$ cat src/design/dcc_pkg.sv
// Shared types for the distinct color counter: channel words and the token control group.
`timescale 1ns / 1ps

package dcc_pkg;

	localparam int INDEX_FIELD_W = 7;
	localparam int COUNT_FIELD_W = 16;
	localparam int TOTAL_FIELD_W = 8;

	typedef struct packed {
		logic [7:0] red;
		logic [7:0] green;
		logic [7:0] blue;
		logic [7:0] alpha;
	} color_t;

	typedef struct packed {
		logic                     is_duplicate;
		logic [INDEX_FIELD_W-1:0] entry_index;
		logic [COUNT_FIELD_W-1:0] entry_count;
		logic [TOTAL_FIELD_W-1:0] unique_total;
		logic                     dropped;
	} result_t;

	// Control bits of a token moving down the cell row.
	typedef struct packed {
		logic valid;
		logic resolved;
		logic hit;
	} tok_ctl_t;

endpackage

$ cat src/design/dcc_cell.sv
// One table cell: holds one color and its count, and checks or claims for a passing token.
`timescale 1ns / 1ps

module dcc_cell #(
	parameter int CELL_IDX   = 0,
	parameter int IDX_W      = 7,
	parameter int FILL_W     = 8,
	parameter int COUNT_BITS = 16
) (
	input  logic                  clk,
	input  logic                  arst_n,
	input  logic                  advance,
	input  logic [FILL_W-1:0]     fill_count,
	input  dcc_pkg::tok_ctl_t     ctl_in,
	input  logic [31:0]           color_in,
	input  logic [IDX_W-1:0]      idx_in,
	input  logic [COUNT_BITS-1:0] cnt_in,
	output dcc_pkg::tok_ctl_t     ctl_out,
	output logic [31:0]           color_out,
	output logic [IDX_W-1:0]      idx_out,
	output logic [COUNT_BITS-1:0] cnt_out,
	output logic                  insert
);
	import dcc_pkg::*;

	logic [31:0]           color_q;
	logic [COUNT_BITS-1:0] count_q;
	tok_ctl_t              ctl_q;
	logic [31:0]           tok_color_q;
	logic [IDX_W-1:0]      tok_idx_q;
	logic [COUNT_BITS-1:0] tok_cnt_q;

	logic                  filled;
	logic                  open_tok;
	logic                  match;
	logic [COUNT_BITS-1:0] count_inc;

	// Entries below the fill count hold written data; the first empty one is this cell
	// exactly when the fill count equals its index.
	assign filled    = FILL_W'(CELL_IDX) < fill_count;
	assign open_tok  = ctl_in.valid && !ctl_in.resolved;
	assign match     = open_tok && filled && (color_q == color_in);
	assign insert    = advance && open_tok && !filled;
	assign count_inc = (count_q == '1) ? count_q : count_q + 1'b1;

	always_ff @(posedge clk) begin
		if (advance && match) begin
			count_q <= count_inc;
		end else if (insert) begin
			color_q <= color_in;
			count_q <= COUNT_BITS'(1);
		end
	end

	always_ff @(posedge clk or negedge arst_n) begin
		if (!arst_n) begin
			ctl_q <= '0;
		end else if (advance) begin
			ctl_q.valid    <= ctl_in.valid;
			ctl_q.resolved <= ctl_in.resolved || match || (open_tok && !filled);
			ctl_q.hit      <= ctl_in.hit || match;
		end
	end

	always_ff @(posedge clk) begin
		if (advance) begin
			tok_color_q <= color_in;
			if (match) begin
				tok_idx_q <= IDX_W'(CELL_IDX);
				tok_cnt_q <= count_inc;
			end else if (open_tok && !filled) begin
				tok_idx_q <= IDX_W'(CELL_IDX);
				tok_cnt_q <= COUNT_BITS'(1);
			end else begin
				tok_idx_q <= idx_in;
				tok_cnt_q <= cnt_in;
			end
		end
	end

	assign ctl_out   = ctl_q;
	assign color_out = tok_color_q;
	assign idx_out   = tok_idx_q;
	assign cnt_out   = tok_cnt_q;

endmodule

$ cat config.mk
export PLATFORM = sky130hd
export DESIGN_NAME = dcc_cell
export DESIGN_NICKNAME = d
export VERILOG_FILES = /design/src/design/dcc_pkg.sv /design/src/design/dcc_cell.sv
export SDC_FILE = /design/constraint.sdc
export NUM_CORES = 1
export LEC_CHECK = 0
export BUFFER_PORTS_ARGS = -buffer_cell sky130_fd_sc_hd__buf_2
export CORE_ASPECT_RATIO = 1.2
export CORE_UTILIZATION = 35
export DETAILED_ROUTE_END_ITERATION = 6
export GPL_ROUTABILITY_DRIVEN = 0
export PLACE_DENSITY = 0.63
export SLEW_MARGIN = 20
export SYNTH_ARGS = -nofsm -noshare
export SYNTH_HDL_FRONTEND = slang
export SYNTH_SLANG_ARGS = --single-unit
export TNS_END_PERCENT = 30
$ cat constraint.sdc
create_clock -name clk -period 6.75 [get_ports clk]
set_input_delay 1.6875 -clock clk [delete_from_list [all_inputs] [get_ports clk]]
set_output_delay 1.6875 -clock clk [all_outputs]
set_load 0.01 [all_outputs]
==> out/qor.yml <==
core_area_sq_um: 12300
routed_wl_mm: 9.20
drtIter0Drc: 80
start_util: 0.364
die_h_microns: 126
cts_hold_buf: 0
syn2layout_area_growth_pct: 24.5
antenna_left: 0
fin_worst_skew_ps: 6.93
tightest_slew_ps: 1030
clock_path_buffers: 2
syn_inst: 300
viasPerCell: 4.80
yosys_warnings: 0
post_cts_buffers: 0
cpMostUsedCell: "buf_2"
period_needed_ps: 4560
drv_slew: 0
clock-sinks: 106
holdPathStages: 1
cp-start-kind: "primary input"
cts-resized-gates: 0
ir_drop_mv: 0.159
clk_latency_ps: 340
reg2reg_slack_ps: 3540
nets: 503
grt_pass1_vias: 3000
cpPeakStageDelay_ps: 380
dr.pass1.iters: 4
tns_ps: 0
synth_seq_area_share: 0.708
io_buffer_count: 127
rows: 44
avgRoutedWirePerCell_microns: 15.4
n_fill_cell: 1152
finalHoldViolCount: 0
numCtsBuffers: 9
synth-xor-area-share: 0.0783
p_comb_frac: 0.074
status: "finished, final reports clean"
holdCritStartpoint: "ctl_out[2]"
yosys.area_share.simple: 0.119
cts_tree: "built"
synth.net_count: 370
grt_pass1_wl_mm: 15.0
die_area_sq_um: 13200
setup-violations-final: 0
synth_cell_types: 36
track_usage: 0.146
fin_crit_sh: 0.675
p_clk_frac: 0.375
yosys_most_used_dff: "edfxtp_1"
p_sw_mw: 0.293
pin_count: 128
p_leak_nw: 2.15
slowest_stage: "nor2_1"
clk_pin_slew_worst_paths_ps: 70
ff2ff_path_depth: 5
worstReg2RegStart: "color_q[11]"
whs_endpoint: "ctl_out[2]"
rsz0062_at_grt: "no"
h-tree-depth: 3
die_x_microns: 105
antenna_found_initial: 0
syn_area_sq_um: 4470
synth_top_family_by_area: "simple AND/OR/NAND/NOR gates"
synthMuxAreaShare: 0.0543
globalRouteOverflowTotal: 0
fmax_mhz: 219
synth-compound-area-share: 0.0229
diodes: 0
worstPathMaxFanout: 5
synth-edff-count: 103
arrival_ps: 2870
synth_fa_ha_area_frac: 0.00280
dp_hpwl_mm: 6.76
synth-seq-cells: 106
p_int_mw: 1.08
power.density_nw_per_um2: 247
criticalPathCategory: "primary input to output pin"
required_ps: 5060
postSynth.asyncResetShare: 0.0283
grt_max_degree: 64
post-route-drc-count: 0
root_buffer: "clkbuf_16"
end_kind: "output pin"
switching_share: 0.213
slew_headroom: 0.313
r2r_end: "count_q[8]"
p_seq_frac: 0.551
drive_above_1_share: 0.342
min_path_type: "flip-flop to flip-flop"
synth_area_per_cell_sq_um: 14.9
path_cells: "buf_2 -> nor4_1 -> nand2_1 -> nor2_1 -> and2_1 -> buf_2"
finalPower_mw: 1.38
max_cap_viol_count: 0
vias: 2877
==> power by group through the flow <==
stage          Combinational [mW]  Sequential, mW  Clock (mW)
6_report                    0.102           0.758       0.516
5_1_grt                     0.113           0.761       0.543
4_1_cts                     0.104           0.759       0.526
3_5_place_dp                0.104           0.773           0
3_3_place_gp                0.102           0.772           0
2_1_floorplan              0.0210           0.790           0
==> cells in the final DEF, fill, tap and decap left out, types with 2 or more instances in the layout <==
| master | count |
|---|---|
| nand2b_1 | 3 |
| inv_1 | 3 |
| nand3_1 | 7 |
| dfrtp_1 | 3 |
| clkinv_1 | 2 |
| buf_2 | 127 |
| nand4_1 | 14 |
| mux2i_1 | 22 |
| nand2_1 | 24 |
| clkbuf_16 | 9 |
| mux2_2 | 2 |
| o31ai_1 | 2 |
| and2_1 | 2 |
| edfxtp_1 | 103 |
| a211oi_1 | 3 |
| nor3_1 | 2 |
| or2_2 | 2 |
| a21oi_1 | 5 |
| xor2_1 | 10 |
| nor2_1 | 25 |
| o21ai_0 | 2 |
| buf_4 | 2 |
| and3_1 | 11 |
| nor4_1 | 7 |
| xnor2_1 | 30 |
==> routing by layer <==
metal / up-vias / global-route usage / wire [microns]
met4: 0 / 0.0497 / 168
met1: 1381 / 0.172 / 3820
met5: - / 0 / 0
met2: 89 / 0.261 / 4810
li1: 1394 / - / -
met3: 13 / 0.0311 / 404
==> stage by stage <==
stage                     std cells  worst slack (ps)  hold WS, ps   util  area (sq um)
final                           599              2190          506  0.453          5570
after global routing            599              2030          537  0.453          5570
after CTS                       599              2130          506  0.453          5570
after detailed placement        583              2010          490  0.429          5270
after global placement          583              2080          486  0.429          5270
after floorplan                 300              2620          551      -          4470
==> cells by family (layout without fill, tap and decap cells) <==
logic type / count (synthesis) / after routing
xor gates and xnor gates: 40 / 40
muxes: 24 / 24
buffers and inverters: 10 / 148
AOI/OAI and AO/OA: 16 / 16
and+or+nand+nor: 103 / 103
DFF: 106 / 106
adders and majority gates: 1 / 1
==> sequential cells by signal, indices dropped and copies added (netlist names) <==
register,flops
idx_out,7
color_q,32
cnt_out,16
color_out,32
count_q,16
ctl_out,3
==> final cells by class <==
class                   instances  area [sq um]  area share
clock buffers                   9           225      0.0405
multi-input cells             184          1240       0.223
inverters                       3          11.3     0.00202
clock inverters                 7          67.6      0.0121
well taps                     161           201      0.0362
repair buffers                129           651       0.117
flip-flops and latches        106          3170       0.569
==> how the worst max path moves through the flow <==
stage                        from          end  slack, ps
floorplan           fill_count[7]       insert       2620
CTS                 fill_count[7]       insert       2130
finish              fill_count[7]       insert       2190
global placement     color_in[11]  count_q[11]       2080
global route        fill_count[3]       insert       2030
detailed placement   color_in[11]  count_q[11]       2010
==> Yosys cell counts (2+ instances only) <==
cell type,number,share of area
nand3_1,7,0.0078
clkbuf_1,4,0.0034
mux2i_1,22,0.049
inv_1,3,0.0025
and3_1,11,0.015
nor2_1,25,0.021
xnor2_1,30,0.059
edfxtp_1,103,0.69
mux2_2,2,0.0050
dfrtp_1,3,0.017
nand2_1,24,0.020
nand2b_1,3,0.0042
a21oi_1,5,0.0056
o31ai_1,2,0.0034
and2_1,2,0.0028
or2_2,2,0.0028
xor2_1,10,0.020
o21ai_0,2,0.0022
nor4_1,7,0.0098
a211oi_1,3,0.0050
nand4_1,14,0.020
nor3_1,2,0.0022
==> worst max-delay path, delay by kind of cell <==
family        cells  cell delay (ps)
buf+inv           2              220
simple gates      4              960
Power figures use the tool's default switching activity.
